`config.mk`:
```
export PLATFORM = sky130hd
export DESIGN_NAME = cbs_ctrl
export DESIGN_NICKNAME = d
export VERILOG_FILES = /design/src/sv/assert_macros.svh /design/src/sv/cbs_pkg.sv /design/src/sv/cbs_ctrl.sv
export SDC_FILE = /design/constraint.sdc
export NUM_CORES = 1
export LEC_CHECK = 0
export BUFFER_PORTS_ARGS = -buffer_cell sky130_fd_sc_hd__buf_4
export CAP_MARGIN = 30
export CORE_AREA = 2 2 39 41
export CTS_CLUSTER_SIZE = 25
export DETAILED_ROUTE_END_ITERATION = 8
export DIE_AREA = 0 0 41 43
export HOLD_SLACK_MARGIN = 0.03
export SLEW_MARGIN = 25
export SYNTH_ARGS = -nofsm -noshare
export SYNTH_HDL_FRONTEND = slang
export SYNTH_SLANG_ARGS = --single-unit
```
`constraint.sdc`:
```
create_clock -name clock -period 1.2 [get_ports clock]
set_clock_uncertainty 0.1 [all_clocks]
set_input_delay 0.24 -clock clock [delete_from_list [all_inputs] [get_ports clock]]
set_output_delay 0.24 -clock clock [all_outputs]
set_load 0.02 [all_outputs]
```
`src/sv/assert_macros.svh`:
```
// Assertion macros shared by the codebook background subtraction RTL.
`ifndef ASSERT_MACROS_SVH
`define ASSERT_MACROS_SVH
`ifndef SYNTH
`define CBS_ASSERT_IMPLY(lbl, clk, rst, prop) \
   lbl: assert property (@(posedge clk) disable iff (rst) prop) \
      else $error("codebook unit: property violated");
`define CBS_ASSERT_NEVER(lbl, clk, rst, cond) \
   lbl: assert property (@(posedge clk) disable iff (rst) !(cond)) \
      else $error("codebook unit: forbidden condition seen");
`else
`define CBS_ASSERT_IMPLY(lbl, clk, rst, prop)
`define CBS_ASSERT_NEVER(lbl, clk, rst, cond)
`endif
`endif

```
`src/sv/cbs_pkg.sv`:
```
// Package: shared codes and controller/datapath interface types.
package cbs_pkg;

   localparam logic [1:0] REQ_LEARN  = 2'd0;
   localparam logic [1:0] REQ_CLEAR  = 2'd1;
   localparam logic [1:0] REQ_DETECT = 2'd2;
   localparam logic [1:0] REQ_NONE   = 2'd3;

   localparam logic [1:0] CSR_LEARN_BOUND = 2'd0;
   localparam logic [1:0] CSR_LOW_MARGIN  = 2'd1;
   localparam logic [1:0] CSR_HIGH_MARGIN = 2'd2;

   localparam logic [7:0] FG_FOREGROUND = 8'd255;
   localparam logic [7:0] FG_BACKGROUND = 8'd0;

   localparam int REQ_DATA_W = 40;
   localparam int RSP_DATA_W = 16;

   typedef struct packed {
      logic wipe;
      logic capture;
      logic load;
      logic proc;
      logic finish;
   } cmd_type;

   typedef struct packed {
      logic wipe_last;
      logic req_ok;
      logic scan_done;
      logic out_busy;
   } sts_type;

endpackage

```
`src/sv/cbs_ctrl.sv`:
```
// Request sequencer: wipe after reset, pixel load, entry scan, result issue.
module cbs_ctrl
   import cbs_pkg::*;
(
   input  logic    clock,
   input  logic    reset,
   input  logic    req_tvalid,
   output logic    req_tready,
   input  sts_type sts,
   output cmd_type cmd
);

   localparam logic [2:0] ST_WIPE  = 3'd0;
   localparam logic [2:0] ST_IDLE  = 3'd1;
   localparam logic [2:0] ST_PIXRD = 3'd2;
   localparam logic [2:0] ST_LOAD  = 3'd3;
   localparam logic [2:0] ST_RD    = 3'd4;
   localparam logic [2:0] ST_PROC  = 3'd5;
   localparam logic [2:0] ST_FIN   = 3'd6;

   logic [2:0] state_ff, state_in;

   always_comb begin
      state_in = state_ff;
      cmd      = '0;
      unique case (state_ff)
         ST_WIPE: begin
            cmd.wipe = 1'b1;
            if (sts.wipe_last) state_in = ST_IDLE;
         end
         ST_IDLE: begin
            if (req_tvalid) begin
               cmd.capture = 1'b1;
               state_in    = ST_PIXRD;
            end
         end
         ST_PIXRD: state_in = sts.req_ok ? ST_LOAD : ST_FIN;
         ST_LOAD: begin
            cmd.load = 1'b1;
            state_in = ST_RD;
         end
         ST_RD: state_in = sts.scan_done ? ST_FIN : ST_PROC;
         ST_PROC: begin
            cmd.proc = 1'b1;
            state_in = ST_RD;
         end
         ST_FIN: begin
            if (!sts.out_busy) begin
               cmd.finish = 1'b1;
               state_in   = ST_IDLE;
            end
         end
         default: state_in = ST_IDLE;
      endcase
   end

   assign req_tready = (state_ff == ST_IDLE);

   always_ff @(posedge clock) begin
      if (reset) begin
         state_ff <= ST_WIPE;
      end else begin
         state_ff <= state_in;
      end
   end

endmodule

```
## After elaboration in Yosys (flattened, before gate mapping)

Cells that the tools add are included.

- Flip-flop bits (word level): 3
- Input bits: 7
- Output and inout bits: 6

- Eq/ne operators: 9
- Multiplexer cells: 13
- Reduce and logical (&&, ||, !) cells: 3

Operators by type and width:

| operator | number |
|---|---|
| $pmux 3 s6 | 1 |
| $mux 3 | 4 |
| $eq 3x3->1 const B | 3 |
| $mux 1 | 7 |
| $eq 3x2->1 const B | 2 |
| $ne 2x2->1 const B | 3 |
| $eq 3x1->1 const B | 1 |
| $logic_not 3->1 | 1 |
| $reduce_and 3->1 | 1 |
| $mux 2 | 1 |
| $reduce_or 2->1 | 1 |

## Depth between registers and ports, before layout

- Depth in word-level cells: 3
- Depth in mapped cells: 4
- Depth with buffers taken out: 3

## Worst setup path before layout

OpenSTA, ideal clock, no wires.

- Path kind: reg-to-output
- Start point: register state_ff[1]
- End point: output cmd[0] (netlist name)
- Arrival: 1243 ps
- Required time: 860 ps
- Path slack: -383 ps
- Cell stages (with the launch flop): 3
- Buffers on the path: 1
- Path through: dfxtp_1 buf_4 nor4bb_1

RTL lines:

| what | line | text |
|---|---|---|
| from (decl) | cbs_ctrl.sv:21 | `logic [2:0] state_ff, state_in;` |
| from (signal assigned) | cbs_ctrl.sv:63 | `state_ff <= state_in;` |
| to (decl) | cbs_ctrl.sv:10 | `output cmd_type cmd` |

==> qor.yml <==
synth_area_leaders: "dfxtp_1, buf_6, and2_1, a2111oi_2, a311oi_2"
core_sq_um: 1380
layout_common_cells: "buf_6, buf_4, clkbuf_4"
required_ns: 0.86
place.gp.congestion: 0.780
placedCellCount: 65
drt-total-wl_microns: 932
antennaDiodeCount: 0
tritoncts: "done"
worstMarginPinSlew_ns: 0.318
criticalPathCategory: "reg -> out"
synth_seq_cells: 3
die_h_microns: 43
drive_gt1_share_pct: 77.6
start_kind: "flip-flop"
hold_violations: 0
peakVddDrop_uv: 365
synthesis.area_sq_um: 285
reg.largest.list: "state_ff: 3 flops"
clockBufferDepth: 2
largest_register_ffs: 3
min_path_type: "in -> reg"
cts_sinks: 3
yosys.area.top_type: "dfxtp_1"
final_common_cell: "buf_6"
wl_per_cell_microns: 12.6
die_w_microns: 41
clk_latency_ns: 0.24
p_leak_nw: 0.255
grt_use_total_pct: 13.0
port_buffers: 12
dr_total_vias: 359
worst-path-max-fanout: 3
synthArstFlopShare_pct: 0
drc: 0
grt_pass1_vias: 344
grt_max_degree: 9
multi_input_area_sq_um: 272
rows: 14
area_delta_synth_final_pct: 120
worstPathArrival_ns: 1.11
drv_slew: 0
maxCapViolations: 0
antenna_found_initial: 0
setup_ws_ns: -0.253
initial_utilization_pct: 20.6
fin_cells: 74
power_uw: 638
ctsHoldBuffers: 0
synth_top_area_share_pct: 21.1
slew_headroom_pct: 78.6
worst_setup_path_end_kind: "output port"
yosys_most_used_dff: "dfxtp_1"
syn_inst: 33
vias_per_cell: 4.85
period_needed_ns: 1.45
rsz0062_at_grt: "yes"
ys_seq_area_share_pct: 21.1
cts_buffers: 3
post-route-period-util_pct: 121
io_pins: 13
fmax_mhz: 688
synthesis.nets: 40
failed_checks: "negative setup slack"
n_fill_cell: 128
status: "finished, violations left"
path_clk_slew_ns: 0.04
regMostFlops: "state_ff"
hpwlAfterDp_microns: 532
fin_tns_setup_ns: -1.72
postRouteAntennaNets: 0
grt_first_pass_wirelength_microns: 1440
synth-edff-count: 0
die-area_sq_um: 1760
yosysWarnings: 0
htreeDepth: 1
cts-root-buf: "clkbuf_4"
yosysUniqueCellTypes: 25
first_iter_violations: 2
p_per_area_nw_per_um2: 1020
fin_nets: 66
dr.pass1.iters: 2
grt_overflow: 0
seqCellArea_sq_um: 68.8
synth.avg_cell_area_sq_um: 8.64
setup_violations: 9
[synthesized netlist by cell type (2+ instances only)]
cell / n
nor2b_1: 2
buf_6: 2
inv_1: 2
and2_1: 3
nand2b_1: 2
dfxtp_1: 3
[critical path: stages (launching register included)]
cell and delay (ns):
dfxtp_2 0.33, buf_6 0.13, nor4bb_4 0.24, buf_4 0.18
[what timing repair did]
action                     in CTS  in global routing
setup endpoints to repair       9                  9
pin swaps                       8                  2
resized for setup              22                  8
buffers inserted                5                  1
[where the power goes]
group / internal [mW] / leakage (nW) / total [mW] / switching, mW
combinational: 0.191 / 0.213 / 0.324 / 0.133
clock: 0.125 / 0.0150 / 0.187 / 0.0620
sequential: 0.110 / 0.0264 / 0.126 / 0.0168
[final timing paths]
path / startpoint / end / slack (ns) / cells past startpoint
worst max-delay path: state_ff[0] / cmd[0] / -0.25 / 3
worst min-delay path: reset / state_ff[0] / 0.07 / 2
worst max register to register: state_ff[0] / state_ff[1] / -0.17 / 6
worst min register to register: state_ff[2] / state_ff[2] / 0.52 / 2
[cell type report]
| type | count | share of cell area, % |
|---|---|---|
| Sequential cell | 3 | 11.0 |
| Timing Repair Buffer | 24 | 37.1 |
| Tap cell | 16 | 3.19 |
| Clock buffer | 4 | 4.19 |
| Multi-Input combinational cell | 25 | 43.3 |
| Inverter | 2 | 1.20 |
[per-stage QoR]
step           utilization (%)  area, sq um  worst slack (ns)  hold slack (ns)
6_report                  45.3          627            -0.253           0.0726
5_1_grt                   45.3          627            -0.305           0.0739
4_1_cts                   43.2          598            -0.251           0.0654
3_5_place_dp              32.5          450           -0.0835            0.325
3_3_place_gp              32.5          450           -0.0763            0.323
2_1_floorplan                -          322            -0.118            0.205
[cell families after synthesis]
logic type | count (synthesis) | share of synthesized area, %
DFF | 3 | 21.1
buffers and inverters | 5 | 13.2
and+or+nand+nor | 16 | 36.8
AOI/OAI and AO/OA | 9 | 28.9
[per-layer routing]
layer | wire [microns] | vias up | share of wire, % | GRT usage (%)
li1 | - | 179 | - | -
met1 | 367 | 168 | 39 | 14.0
met2 | 486 | 10 | 52 | 20.6
met3 | 59 | 2 | 6.3 | 2.62
met4 | 19 | 0 | 2.0 | 10.0
met5 | 0 | - | 0 | 0
Note: power is estimated with default switching activity, not from simulation.
